### src/rtl/pgh_pkg.sv
// Shared types and constants for the pyramid grid histogram match block.
package pgh_pkg;

  // Fixed field widths
  localparam int REQ_W       = 2;
  localparam int COORD_W     = 16;
  localparam int SCALE_W     = 32;
  localparam int OFFSET_W    = 48;
  localparam int LEVEL_W     = 3;
  localparam int INDEX_W     = 10;
  localparam int OUT_COUNT_W = 16;
  localparam int TOTAL_W     = 16;
  localparam int CFG_IDX_W   = 3;
  localparam int CFG_DATA_W  = 48;

  // Level is capped below this bound regardless of the build limit
  localparam int LEVEL_LIMIT = 6;

  // Configuration register indexes
  localparam logic [CFG_IDX_W-1:0] CFG_SCALE_X   = 3'd0;
  localparam logic [CFG_IDX_W-1:0] CFG_OFFSET_X  = 3'd1;
  localparam logic [CFG_IDX_W-1:0] CFG_SCALE_Y   = 3'd2;
  localparam logic [CFG_IDX_W-1:0] CFG_OFFSET_Y  = 3'd3;
  localparam logic [CFG_IDX_W-1:0] CFG_LEVEL     = 3'd4;
  localparam logic [CFG_IDX_W-1:0] CFG_EXCLUSIVE = 3'd5;

  // Request codes
  typedef enum logic [REQ_W-1:0] {
    REQ_CLEAR  = 2'd0,
    REQ_INSERT = 2'd1,
    REQ_MATCH  = 2'd2
  } req_t;

  // Sequencer states
  typedef enum logic [3:0] {
    ST_INIT,
    ST_IDLE,
    ST_MUL,
    ST_ADD,
    ST_SWEEP_USED,
    ST_READ,
    ST_WB,
    ST_SWEEP_CNT,
    ST_DONE
  } state_t;

  // Input request payload
  typedef struct packed {
    logic [REQ_W-1:0]          req_type;
    logic signed [COORD_W-1:0] coord_x;
    logic signed [COORD_W-1:0] coord_y;
    logic                      last;
  } in_data_t;

  // Result payload
  typedef struct packed {
    logic [INDEX_W-1:0]     bin_index;
    logic [OUT_COUNT_W-1:0] bin_count;
    logic                   collision;
    logic                   matched;
    logic [TOTAL_W-1:0]     match_total;
    logic                   set_done;
  } out_data_t;

  // Update controls from the merge stage to the store sequencer
  typedef struct packed {
    logic               cnt_we;
    logic               used_we;
    logic               close_set;
    logic [TOTAL_W-1:0] running;
  } merge_ctl_t;

endpackage

### src/rtl/pgh_merge.sv
// Merge stage: bin index from both lanes and the count/used update rule.
module pgh_merge
  import pgh_pkg::*;
#(
  parameter int CELL_W     = 5,
  parameter int COUNT_BITS = 16
) (
  input  logic [CELL_W-1:0]     cx,
  input  logic [CELL_W-1:0]     cy,
  input  logic [LEVEL_W-1:0]    lvl,
  input  logic [REQ_W-1:0]      req_type,
  input  logic                  last,
  input  logic                  excl,
  input  logic [COUNT_BITS-1:0] cnt_rd,
  input  logic [COUNT_BITS-1:0] used_rd,
  input  logic [TOTAL_W-1:0]    running,
  output logic [2*CELL_W-1:0]   idx,
  output logic [COUNT_BITS-1:0] cnt_wr,
  output logic [COUNT_BITS-1:0] used_wr,
  output merge_ctl_t            ctl,
  output out_data_t             result
);

  localparam int IDX_W = 2 * CELL_W;

  logic [COUNT_BITS:0] need;
  logic                hit;
  logic [TOTAL_W-1:0]  run_inc;

  // Combine the lane cells into a bin index
  assign idx = IDX_W'(cx) + (IDX_W'(cy) << lvl);

  // Saturating count bump, unused-count test and running total
  always_comb begin
    cnt_wr  = (&cnt_rd) ? cnt_rd : cnt_rd + 1'b1;
    used_wr = used_rd + 1'b1;
    need    = (COUNT_BITS+1)'(used_rd) + (COUNT_BITS+1)'(excl);
    hit     = (COUNT_BITS+1)'(cnt_rd) > need;
    run_inc = (&running) ? running : running + 1'b1;
  end

  // Build the result and the write controls per request kind
  always_comb begin
    result             = '0;
    result.match_total = running;
    ctl                = '0;
    ctl.running        = running;
    case (req_type)
      REQ_INSERT: begin
        result.bin_index = INDEX_W'(idx);
        result.bin_count = OUT_COUNT_W'(cnt_wr);
        result.collision = |cnt_rd;
        ctl.cnt_we       = 1'b1;
      end
      REQ_MATCH: begin
        result.bin_index   = INDEX_W'(idx);
        result.bin_count   = OUT_COUNT_W'(cnt_rd);
        result.matched     = hit;
        result.match_total = hit ? run_inc : running;
        result.set_done    = last;
        ctl.used_we        = hit;
        ctl.close_set      = last;
        ctl.running        = hit ? run_inc : running;
      end
      default: begin
      end
    endcase
  end

endmodule

### config.mk
export PLATFORM = sky130hd
export DESIGN_NAME = pgh_merge
export DESIGN_NICKNAME = d
export VERILOG_FILES = /design/src/rtl/pgh_pkg.sv /design/src/rtl/pgh_merge.sv
export SDC_FILE = /design/constraint.sdc
export NUM_CORES = 1
export LEC_CHECK = 0
export BUFFER_PORTS_ARGS = -buffer_cell sky130_fd_sc_hd__buf_2
export CORE_MARGIN = 3
export CORE_UTILIZATION = 40
export DETAILED_ROUTE_END_ITERATION = 16
export PLACE_DENSITY_LB_ADDON = 0.08
export SLEW_MARGIN = 30
export SYNTH_ARGS = -nofsm -noshare
export SYNTH_HDL_FRONTEND = slang
export SYNTH_SLANG_ARGS = --single-unit
### constraint.sdc
create_clock -name vclk -period 4.1
set_input_delay 0.41 -clock vclk [all_inputs]
set_output_delay 0.41 -clock vclk [all_outputs]
set_load 0.005 [all_outputs]
Word-level counts from Yosys, hierarchy flattened. Cells that the tools add are included.

Register bits: 0. Logic and storage cells: 20.

$add $sub $neg: 5. Magnitude comparators: 1. Eq/ne operators: 2. Shift-type cells: 1. Mux-type cells: 8. Reduce and logical (&&, ||, !) cells: 3.

Operators by type and width (count): $pmux 26 s2 (1); $add 16x1->16 const B (3); $mux 16 (3); $mux 18 (2); $reduce_and 16->1 (2); $add 16x1->17 (1); $gt 16x17->1 (1); $reduce_or 16->1 (1); $add 5x10->10 (1); $shl 5x3->10 (1); $eq 2x1->1 const B (1); $eq 2x2->1 const B (1); $mux 1 (2).

Logic depth before layout (Yosys ltp).
Word-level depth: 4. Mapped depth: 15.

Worst setup path before layout. No wires, ideal clock.

Kind: input -> output. From: input port used_rd[2]. To: output port result[15] (netlist bit). Data arrival time: 3420 ps. Required time: 3690 ps. Setup slack: 270 ps. Cell stages on the path: 14. Buffers on the path: 3. Cell sequence: clkbuf_1 -> and3_1 -> clkbuf_1 -> nand3_1 -> nor2_1 -> xnor2_1 -> ha_1 -> nand3_1 -> or4_4 -> o21bai_4 -> a311oi_2 -> nand4_1 -> mux2_1 -> buf_4.

RTL lines: start: declaration (RTL line pgh_merge.sv:15) `input logic [COUNT_BITS-1:0] used_rd,`; end: declaration (RTL line pgh_merge.sv:21) `output out_data_t result`.

==> flow_summary.toml <==
[floorplan]
ios = 171
die_area_um2 = 7770
num_rows = 29
initial_core_util = 0.418
die_x_um = 88.1
die_height_um = 88.1
fp.coreArea_um2 = 6460

[logic_synthesis]
netlist_area_um2 = 2700
ys_top_cells_by_area = "ha_1, xnor2_1, nand3_1"
syn_avg_cell_area_um2 = 6.68
ys_seq_area_frac = 0
syn_inst = 404
synth.largest_area_cell = "ha_1"
yosys_warnings = 0
synth.top_cell.area_share = 0.135
synth_nets = 499
ys_types = 52

[route]
drt_iter0_markers = 145
postRouteAntennaNets = 0
met2_length_um = 4370
via_count = 3383
met1_length_um = 3400
wl_met3_um = 647
wl_um = 8490
highest_layer = "met4"
drc = 0
routedWlPerCell_um = 13.7
viasPerCell = 5.45
drtPass1Iterations = 4

[critical_path]
crit_chain = "buf_2 > ha_2 > ha_2 > nand3_2 > nor2_1 > xnor2_1 > ha_1 > nand4_1 > or4_4 > o21bai_4 > a31oi_1 > buf_4 > nand2_1 > mux2_1 > buf_2"
crit_fanout = 13
cp.required_ps = 3690
slowest_stage = "or4_4"
critPathKind = "in -> out"
critical-path-max-stage-delay_ps = 550
cp_data_arrival_time_ps = 3490
crit_path_start_kind = "input port"
endpoint_kind = "output pin"

[power]
p_seq_frac = 0
p_per_area_nw_per_um2 = 97.3
pwr-share-clk = 0
swShare = 0.537
p_sw_mw = 0.183
intPower_mw = 0.157
ir_worst_vdd_mv = 0.0571
p_leak_nw = 1.73
pwr-share-comb = 1.000

[place]
io_buffers = 171
dp_slack_ps = 107
postPlaceCellArea_um2 = 3480
gp_congestion = 0.820
hpwl_um = 7220
dpl.cell_count = 621

[global_route]
grt_overflow = 0
grt_usage = 0.201
grt_max_degree = 19
antenna_found_initial = 0
grt_pass1_vias = 2954
grt_pass1_wl_um = 13100

[layout]
regArea_um2 = 0
nNetsFinal = 641
num-fill-cells = 670
stdcell_count = 621
stdcell_area_um2 = 3490
area_growth_pct = 29.5
drive_gt1_frac = 0.358
nFlopsAndLatches = 0
clockBufferCount = 0
num_antenna_cells = 0

[timing]
layout_setup_ws_ps = 200
period_needed_ps = 3900
fmax_mhz = 256
final-max-slew-violation-count = 0
holdWs_ps = 1100
hold_viol_final = 0
setup_viol = 0
worstMarginPinSlew_ps = 653
rsz0062_at_grt = "false"
finalCritPeriodShare = 0.951
relSlewSlack = 0.563
setup_tns_ps = 0

[hold_path]
holdPathEnd = "result[12]"
min_path_cells = 3
min_from = "running[11]"
hp-class = "in -> out"

[clock_network]
cts_setup_buffers = 0

[run]
cap_viol_max_count = 0

[outcome]
status = "complete, no violations"
-- metal layers --
| layer | GRT usage | vias up |
|---|---|---|
| met1 | 0.243 | 1539 |
| met5 | 0 | - |
| met4 | 0.0179 | 0 |
| li1 | - | 1710 |
| met3 | 0.0226 | 6 |
| met2 | 0.392 | 128 |
-- layout by cell type, fill, tap and decap left out, drive strengths merged, types with 3 or more instances in the layout --
cell,n
buf,175
xnor2,38
nor2,36
nand3,35
nand2,33
ha,29
inv,21
a21oi,21
xor2,18
o21ai,15
nand4,15
and3,12
nor2b,11
mux2i,8
mux2,8
nand2b,7
nor3,6
a31oi,5
or3,4
nor4,4
o22ai,4
and2,3
nand3b,3
o31ai,3
o21bai,3
-- Yosys cell counts, types with 2 or more instances --
cell type   n
nor2b_1    11
inv_1      21
nor2_1     36
nand2b_1    7
nor3_1      6
o31ai_1     3
mux2_1      2
clkbuf_1   15
xnor2_1    38
buf_4      19
mux2_2      6
and2_1      3
ha_1       29
a21oi_1    21
nand2_1    33
and3_1     11
nand3b_1    3
o21a_1      2
o22ai_1     4
a21o_1      2
a41oi_1     2
nand4_1    15
a31oi_1     5
or3_1       4
o21ai_0    15
xor2_1     18
a22o_1      2
nand3_1    35
o21bai_1    2
a21boi_0    2
nor4_1      4
mux2i_1     8
-- stage by stage --
stage / total power, mW / utilization
after floorplan: 0.199 / -
after global placement: 0.337 / 0.538
after detailed placement: 0.340 / 0.538
after CTS: 0.342 / 0.538
after global routing: 0.383 / 0.541
final: 0.340 / 0.541
-- critical path: cells and delay by family --
family                   cells  cell delay (ps)
AO/OA/AOI/OAI                2              380
XOR/XNOR                     1               80
adder cells (fa/ha/maj)      3              750
buffers and inverters        3              470
multiplexers                 1              340
AND/OR/NAND/NOR              5             1040
-- power groups by stage --
| stage | logic, mW | registers (mW) | clock network (mW) |
|---|---|---|---|
| 3_3_place_gp | 0.337 | 0 | 0 |
| 2_1_floorplan | 0.199 | 0 | 0 |
| 5_1_grt | 0.383 | 0 | 0 |
| 3_5_place_dp | 0.340 | 0 | 0 |
| 4_1_cts | 0.342 | 0 | 0 |
| 6_report | 0.340 | 0 | 0 |
-- logic make-up after synthesis --
family / count (synthesis) / synth area share
compound gates: 70 / 0.171
mux: 17 / 0.0714
fa+ha+maj: 30 / 0.142
buf+inv: 56 / 0.105
xor+xnor: 56 / 0.182
simple gates: 175 / 0.329
-- worst max path at each step --
stage | from | to | slack [ps] | cells after the start
final | used_rd[0] | result[2] | 200 | 15
after global routing | used_rd[0] | ctl[1] | 4 | 15
after floorplan | used_rd[2] | result[15] | 270 | 14
after global placement | used_rd[0] | ctl[1] | 220 | 15
after CTS | used_rd[0] | result[2] | 100 | 15
after detailed placement | used_rd[0] | result[2] | 110 | 15
-- final cells by class --
| cell class | instances | area [µm²] | share of cell area |
|---|---|---|---|
| tap | 77 | 96.3 | 0.0276 |
| multi-input combinational | 348 | 2430 | 0.696 |
| timing repair buffer | 175 | 886 | 0.254 |
| inverter | 21 | 78.8 | 0.0226 |
-- timing repair --
| item | CTS | global route |
|---|---|---|
| setup endpoints to repair | 0 | 18 |
| resized for setup | 0 | 6 |
| hold buffers | 0 | 0 |
(Power assumes the default switching activity.)
