File: config.mk
export PLATFORM = sky130hd
export DESIGN_NAME = pgh_lane
export DESIGN_NICKNAME = d
export VERILOG_FILES = /design/src/rtl/pgh_pkg.sv /design/src/rtl/pgh_lane.sv
export SDC_FILE = /design/constraint.sdc
export NUM_CORES = 1
export LEC_CHECK = 0
export BUFFER_PORTS_ARGS = -buffer_cell sky130_fd_sc_hd__buf_2
export CAP_MARGIN = 20
export CORE_MARGIN = 1.5
export CORE_UTILIZATION = 35
export CTS_CLUSTER_SIZE = 20
export DETAILED_ROUTE_END_ITERATION = 10
export SLEW_MARGIN = 5
export SYNTH_ARGS = -nofsm -noshare
export SYNTH_HDL_FRONTEND = slang
export SYNTH_SLANG_ARGS = --single-unit
File: constraint.sdc
create_clock -name clk -period 6.2 [get_ports clk]
set_input_delay 0.31 -clock clk [delete_from_list [all_inputs] [get_ports clk]]
set_output_delay 0.31 -clock clk [all_outputs]
set_load 0.02 [all_outputs]
File: src/rtl/pgh_pkg.sv
// Shared types and constants for the pyramid grid histogram match block.
package pgh_pkg;

  // Fixed field widths
  localparam int REQ_W       = 2;
  localparam int COORD_W     = 16;
  localparam int SCALE_W     = 32;
  localparam int OFFSET_W    = 48;
  localparam int LEVEL_W     = 3;
  localparam int INDEX_W     = 10;
  localparam int OUT_COUNT_W = 16;
  localparam int TOTAL_W     = 16;
  localparam int CFG_IDX_W   = 3;
  localparam int CFG_DATA_W  = 48;

  // Level is capped below this bound regardless of the build limit
  localparam int LEVEL_LIMIT = 6;

  // Configuration register indexes
  localparam logic [CFG_IDX_W-1:0] CFG_SCALE_X   = 3'd0;
  localparam logic [CFG_IDX_W-1:0] CFG_OFFSET_X  = 3'd1;
  localparam logic [CFG_IDX_W-1:0] CFG_SCALE_Y   = 3'd2;
  localparam logic [CFG_IDX_W-1:0] CFG_OFFSET_Y  = 3'd3;
  localparam logic [CFG_IDX_W-1:0] CFG_LEVEL     = 3'd4;
  localparam logic [CFG_IDX_W-1:0] CFG_EXCLUSIVE = 3'd5;

  // Request codes
  typedef enum logic [REQ_W-1:0] {
    REQ_CLEAR  = 2'd0,
    REQ_INSERT = 2'd1,
    REQ_MATCH  = 2'd2
  } req_t;

  // Sequencer states
  typedef enum logic [3:0] {
    ST_INIT,
    ST_IDLE,
    ST_MUL,
    ST_ADD,
    ST_SWEEP_USED,
    ST_READ,
    ST_WB,
    ST_SWEEP_CNT,
    ST_DONE
  } state_t;

  // Input request payload
  typedef struct packed {
    logic [REQ_W-1:0]          req_type;
    logic signed [COORD_W-1:0] coord_x;
    logic signed [COORD_W-1:0] coord_y;
    logic                      last;
  } in_data_t;

  // Result payload
  typedef struct packed {
    logic [INDEX_W-1:0]     bin_index;
    logic [OUT_COUNT_W-1:0] bin_count;
    logic                   collision;
    logic                   matched;
    logic [TOTAL_W-1:0]     match_total;
    logic                   set_done;
  } out_data_t;

  // Update controls from the merge stage to the store sequencer
  typedef struct packed {
    logic               cnt_we;
    logic               used_we;
    logic               close_set;
    logic [TOTAL_W-1:0] running;
  } merge_ctl_t;

endpackage

File: src/rtl/pgh_lane.sv
// One quantizer lane: affine Q16.16 map of a coordinate to a clamped cell.
module pgh_lane
  import pgh_pkg::*;
#(
  parameter int CELL_W = 5
) (
  input  logic                       clk,
  input  logic                       mul_en,
  input  logic                       add_en,
  input  logic [SCALE_W-1:0]         scale,
  input  logic signed [OFFSET_W-1:0] offset,
  input  logic signed [COORD_W-1:0]  coord,
  input  logic [LEVEL_W-1:0]         lvl,
  output logic [CELL_W-1:0]          cell_out
);

  localparam int PROD_W = SCALE_W + 1 + COORD_W;
  localparam int SUM_W  = PROD_W + 1;
  localparam int HI_W   = SUM_W - 16;

  logic signed [PROD_W-1:0] prod_r, prod_nxt;
  logic signed [SUM_W-1:0]  sum;
  logic [HI_W-1:0]          hi;
  logic [CELL_W-1:0]        top;
  logic [CELL_W-1:0]        cell_r, cell_nxt;

  // Scale times coordinate, unsigned scale widened to signed
  assign prod_nxt = PROD_W'($signed({1'b0, scale}) * coord);

  // Add offset, drop fraction, clamp into 0 .. 2^lvl - 1
  always_comb begin
    sum = SUM_W'(prod_r) + SUM_W'(offset);
    hi  = sum[SUM_W-1:16];
    top = {CELL_W{1'b1}} >> (CELL_W - int'(lvl));
    if (sum[SUM_W-1]) begin
      cell_nxt = '0;
    end else if (hi > HI_W'(top)) begin
      cell_nxt = top;
    end else begin
      cell_nxt = hi[CELL_W-1:0];
    end
  end

  always_ff @(posedge clk) begin
    if (mul_en) begin
      prod_r <= prod_nxt;
    end
    if (add_en) begin
      cell_r <= cell_nxt;
    end
  end

  assign cell_out = cell_r;

endmodule

### Yosys cells after proc, flatten, opt, wreduce, memory -nomap -nowiden

Cells that the tools add are included.

| storage, ports and cells | value |
|---|---|
| input bits | 102 |
| output and inout bits | 5 |
| word-level logic and storage cells | 8 |
| register bits | 54 |

| operators by class | value |
|---|---|
| shifts and indexed selects | 1 |
| multiply operators | 1 |
| $add $sub $neg | 2 |
| order comparisons | 1 |
| muxes and demuxes | 1 |

Operators by type and width:

| kind | number |
|---|---|
| adder 49 x 48 -> 50 bit | 1 |
| multiplier 33 x 16 -> 49 bit | 1 |
| > comparator 34 x 5 -> 1 bit | 1 |
| >> shifter 5 x 32 -> 5 bit, first input constant | 1 |
| 2-to-1 mux 5 bit | 1 |
| subtractor 3 x 3 -> 4 bit, first input constant | 1 |

### Logic depth before layout (Yosys ltp)

| logic depth | value |
|---|---|
| depth after elaboration | 4 |
| mapped depth | 26 |
| depth with buffers taken out | 25 |

### Worst setup path before layout

No wires, ideal clock.

| timing path | value |
|---|---|
| kind | input to register |
| start | in coord[7] |
| end | reg prod_r[47] (data pin) |
| data arrival time | 6,244 ps |
| setup slack | -309 ps |
| stages on the path | 25 |
| required time | 5,935 ps |
| library setup time | 265 ps |
| buffers on the path | 1 |
| cells stage by stage | clkbuf_1 nand2_1 fa_1 inv_1 fa_1 inv_1 fa_1 inv_1 fa_1 fa_1 inv_1 fa_1 inv_1 ha_1 a21oi_1 o22ai_1 a41oi_1 o211ai_1 o211ai_1 o211ai_1 a31o_2 a311o_1 a21oi_1 o21ai_0 xor2_1 |

| between the ends | value |
|---|---|
| longest elaborated chain between the ends | 1 |

Ends and longest elaborated chain:

| item | line | source |
|---|---|---|
| from (decl) | pgh_lane.sv:12 | `input logic signed [COORD_W-1:0] coord,` |
| multiplier 33 x 16 -> 49 bit | pgh_lane.sv:28 | `assign prod_nxt = PROD_W'($signed({1'b0, scale}) * coord);` |
| net prod_nxt[47] | pgh_lane.sv:21 | `logic signed [PROD_W-1:0] prod_r, prod_nxt;` |
| to (signal assigned) | pgh_lane.sv:46 | `prod_r <= prod_nxt;` |
| to (decl) | pgh_lane.sv:21 |  |

The timed path passes the listed nets, and every way through them passes these cells.
A chain may end at the register's enable or synchronous reset.

### Worst setup path after layout

| timing path | value |
|---|---|
| start | in coord[14] |
| end | reg prod_r[47] (data pin) |

The elaborated chain is that of the path after synthesis.

==> results.md <==
| Item | This run | Unit |
| --- | --- | --- |
| Crit-path max FO | 15 | - |
| Critical Path AT | 6190 | ps |
| Worst flop-to-flop path endpoint | cell_out[3]$_SDFFCE_PN0P_ | - |
| Row Count | 90 | - |
| Startpoint of the worst register-to-register path | prod_r[5]$_DFFE_PP_ | - |
| Avg Cell Area, Syn | 8.731 | µm² |
| RSZ-0062 raised after global routing | true | - |
| Net count reported at finish | 3417 | - |
| Mapped cell area | 0.02136 | mm² |
| Outcome | completed | - |
| Path depth of the worst reg2reg path | 19 | - |
| Share of the synthesized area in compound gates (AO/OA/AOI/OAI) | 0.09549 | - |
| HP Class | input port to flop | - |
| Number of different library cells in the post-synthesis netlist | 70 | - |
| Worst-case register-to-register setup slack | 1000 | ps |
| Ordered list of cells on the worst path | buf_2, buf_12, buf_4, and2_1, fa_1, fa_1, fa_1, fa_1, fa_1, inv_2, fa_1, inv_2, ha_4, buf_4, a21o_1, a21oi_2, o211ai_1, o211ai_1, o211ai_1, a31o_2, a311o_1, a21oi_2, o21ai_1, xor2_1 | - |
| Dominant combinational cell family by area after synthesis | adder cells | - |
| Share of synthesized area spent on multiplexers | 0.004687 | - |
| Number of fill cells in the layout | 5955 | - |
| Via total after detailed routing | 17263 | - |
| Number of detailed-route iterations in the first pass | 5 | - |
| Vertical die dimension | 250.0 | µm |
| Initial standard-cell utilization of the core | 0.3538 | - |
| TritonCTS sink count | 54 | - |
| Clock buffers created by TritonCTS | 5 | - |
| Critical path required time | 6250 | ps |
| Synth Instances | 2446 | - |
| DP Cell Count | 3449 | - |
| Count of unresolved DRC violations after routing | 0 | - |
| Number of maximum-capacitance violations | 0 | - |
| GRT overflow | 0 | - |
| Proportion of register bits with asynchronous set or reset after synthesis | 0 | - |
| Number of enable-type register cells in the synthesized netlist | 54 | - |
| Global-route wire length before repair | 97810 | µm |
| Worst slack on hold paths | 282.4 | ps |
| Actual slew at the worst max-slew pin | 1057 | ps |
| Clock slew seen by the registers of the worst setup and hold paths | 70 | ps |
| Worst setup path category | input port to flop | - |
| Port-buffer cells | 106 | - |
| Clock latency at the later pin of the worst-skew pair | 310 | ps |
| Final RePlAce weighted congestion | 0.9295 | - |
| Total track usage | 0.1943 | - |
| Post-route design area | 0.02530 | mm² |
| Adder and majority gate portion of the synthesized area | 0.5143 | - |
| Endpoints failing hold | 0 | - |
| Clock tree from TritonCTS | built | - |
| Antenna-violating nets left | 0 | - |
| F_max | 162.9 | MHz |
| Ports | 107 | - |
| Time the worst path needs with I/O delays and setup | 6137 | ps |
| Final instance count without filler cells | 3471 | - |
| Setup Viol. Count Final | 0 | - |
| Post-synthesis sequential area ratio | 0.07593 | - |
| Largest clock skew in the final design | 9.473 | ps |
| Diodes inserted | 0 | - |
| Fin crit share | 0.9899 | - |
| Share of layout cells above drive strength 1 | 0.1703 | - |
| First element of the critical path | coord[14] | - |
| Cell occurring most often along the worst timing path | sky130_fd_sc_hd__fa_1 | - |
| Type of element launching the critical path | input port | - |
| Horiz. Die Dim | 250.0 | µm |
| Category of the worst setup path capture point | flop | - |
| Violation count after the first detailed-route iteration | 1237 | - |
| Number of nets in the synthesized netlist | 3175 | - |
| Number of hold buffers added after cts | 0 | - |
| Maximum number of pins on one net before global-route repair | 50 | - |
| Number of synthesized register bits | 54 | - |
| Seq. cell area | 0.001622 | mm² |
| Max stage delay on crit path | 580 | ps |
| Worst slew slack as a fraction of its limit | 0.2953 | - |
| Share of the synthesized netlist area taken by xor and xnor gates | 0.02584 | - |
| Maximum clock path buffer count | 2 | - |
| CTS H-tree depth | 2 | - |
| DR WL/cell | 17.40 | µm |
| Simple-gate area share of the yosys netlist | 0.1728 | - |
| Yosys Warn Count | 0 | - |
| Area of the multi-input gates | 0.01783 | mm² |
| Slowest cell on the critical path | sky130_fd_sc_hd__fa_1 | - |
| Post-DP HPWL | 52010 | µm |
| Number of vias per cell after detailed routing | 4.973 | - |
| Initial antenna violation count | 0 | - |
| Final number of max-transition violations | 0 | - |
| Sum of routed wire length over all layers | 60390 | µm |
| Standard cell core area | 0.06036 | mm² |
| Vias in the first global route | 18430 | - |
| Die area | 0.06251 | mm² |
| Critical path endpoint | prod_r[47]$_DFFE_PP_ | - |
| Area delta synth->final | 18.45 | % |
| Buffer type at the clock tree root | sky130_fd_sc_hd__clkbuf_16 | - |
| Placed Area | 0.02432 | mm² |
| Most used flip-flop cell after synthesis | sky130_fd_sc_hd__edfxtp_1 | - |
[final cells by class]
class,count,area share
sequential,54,0.06410
clock inverter,3,0.001879
timing repair buffer,343,0.1081
inverter,521,0.07745
multi-input combinational,1763,0.7048
clock buffer,5,0.004946
tap,782,0.03868
[state kept, by name, indices dropped and copies added (netlist names)]
name / count
cell_out: 5
prod_r: 49
[metal layers]
layer | GRT usage | share of wire
met1 | 0.2778 | 0.47
met2 | 0.3136 | 0.45
met3 | 0.02284 | 0.058
met4 | 0.04623 | 0.024
met5 | 0 | 0
[critical path: cells and delay by family]
family / cells / cell delay [ps]
AND/OR/NAND/NOR: 1 / 150
adder cells (fa/ha/maj): 7 / 3250
AO/OA/AOI/OAI: 9 / 1710
XOR/XNOR: 1 / 150
buffers and inverters: 6 / 610
[synth_stat cells, drive strengths merged, types with 13 or more instances]
master | instances | share of area
inv | 521 | 0.092
fa | 418 | 0.39
nand2 | 333 | 0.059
and2 | 223 | 0.065
ha | 209 | 0.12
a21oi | 100 | 0.024
clkbuf | 97 | 0.017
nor2 | 71 | 0.013
o21ai | 63 | 0.015
edfxtp | 54 | 0.076
a21o | 40 | 0.014
xnor2 | 35 | 0.014
nand4 | 28 | 0.0082
xor2 | 28 | 0.011
nand3 | 23 | 0.0054
nand2b | 18 | 0.0053
o21a | 14 | 0.0049
o211ai | 13 | 0.0046
o21bai | 13 | 0.0046
[repair_timing]
action,CTS,global route
pin swaps,20,56
endpoints found under the hold margin,0,0
setup buffers,5,6
gates cloned,1,2
gates resized for setup,56,109
endpoints found under the setup margin,13,15
[stage by stage]
stage / util / worst slack, ps / TNS, ps
after floorplan: - / -83.43 / -152.3
after global placement: 0.4028 / -666.5 / -7128
after detailed placement: 0.4029 / -697.3 / -7987
after CTS: 0.4105 / 10.27 / 0
after global routing: 0.4191 / -125.9 / -468.4
final: 0.4191 / 62.57 / 0
[layout by cell type, fill, tap and decap left out, types with 7 or more instances in the layout]
cell type,instances
sky130_fd_sc_hd__a211oi_1,7
sky130_fd_sc_hd__a21o_1,40
sky130_fd_sc_hd__a21oi_1,80
sky130_fd_sc_hd__a21oi_2,18
sky130_fd_sc_hd__a31oi_1,8
sky130_fd_sc_hd__and2_1,216
sky130_fd_sc_hd__and2_4,7
sky130_fd_sc_hd__buf_12,14
sky130_fd_sc_hd__buf_2,73
sky130_fd_sc_hd__buf_4,223
sky130_fd_sc_hd__buf_6,24
sky130_fd_sc_hd__clkbuf_16,7
sky130_fd_sc_hd__edfxtp_1,54
sky130_fd_sc_hd__fa_1,403
sky130_fd_sc_hd__fa_2,15
sky130_fd_sc_hd__ha_1,194
sky130_fd_sc_hd__ha_4,13
sky130_fd_sc_hd__inv_1,514
sky130_fd_sc_hd__mux2i_1,10
sky130_fd_sc_hd__nand2_1,325
sky130_fd_sc_hd__nand2_2,8
sky130_fd_sc_hd__nand2b_1,18
sky130_fd_sc_hd__nand3_1,22
sky130_fd_sc_hd__nand4_1,28
sky130_fd_sc_hd__nor2_1,63
sky130_fd_sc_hd__nor2b_1,8
sky130_fd_sc_hd__nor3_1,11
sky130_fd_sc_hd__o211ai_1,13
sky130_fd_sc_hd__o21a_1,14
sky130_fd_sc_hd__o21ai_0,51
sky130_fd_sc_hd__o21ai_1,9
sky130_fd_sc_hd__o21bai_1,13
sky130_fd_sc_hd__xnor2_1,35
sky130_fd_sc_hd__xor2_1,28
[kinds of logic (layout without fill, tap and decap cells)]
family,Yosys count,after routing
DFF,54,54
AOI/OAI and AO/OA,314,314
and+or+nand+nor,749,749
muxes,10,10
xor gates and xnor gates,63,63
adders and majority gates,627,627
buffers and inverters,629,872
[how the worst min path moves through the flow]
| stage | start | end | cells past startpoint |
|---|---|---|---|
| 2_1_floorplan | add_en | cell_out[0]$_SDFFCE_PN0P_ | 0 |
| 3_3_place_gp | add_en | cell_out[2]$_SDFFCE_PN0P_ | 1 |
| 3_5_place_dp | add_en | cell_out[0]$_SDFFCE_PN0P_ | 1 |
| 4_1_cts | add_en | cell_out[3]$_SDFFCE_PN0P_ | 1 |
| 5_1_grt | add_en | cell_out[4]$_SDFFCE_PN0P_ | 1 |
| 6_report | add_en | cell_out[0]$_SDFFCE_PN0P_ | 1 |
Power is left out: the tool's default activity adds up to more than one toggle a clock period on the data nets, which glitch-free logic cannot reach.
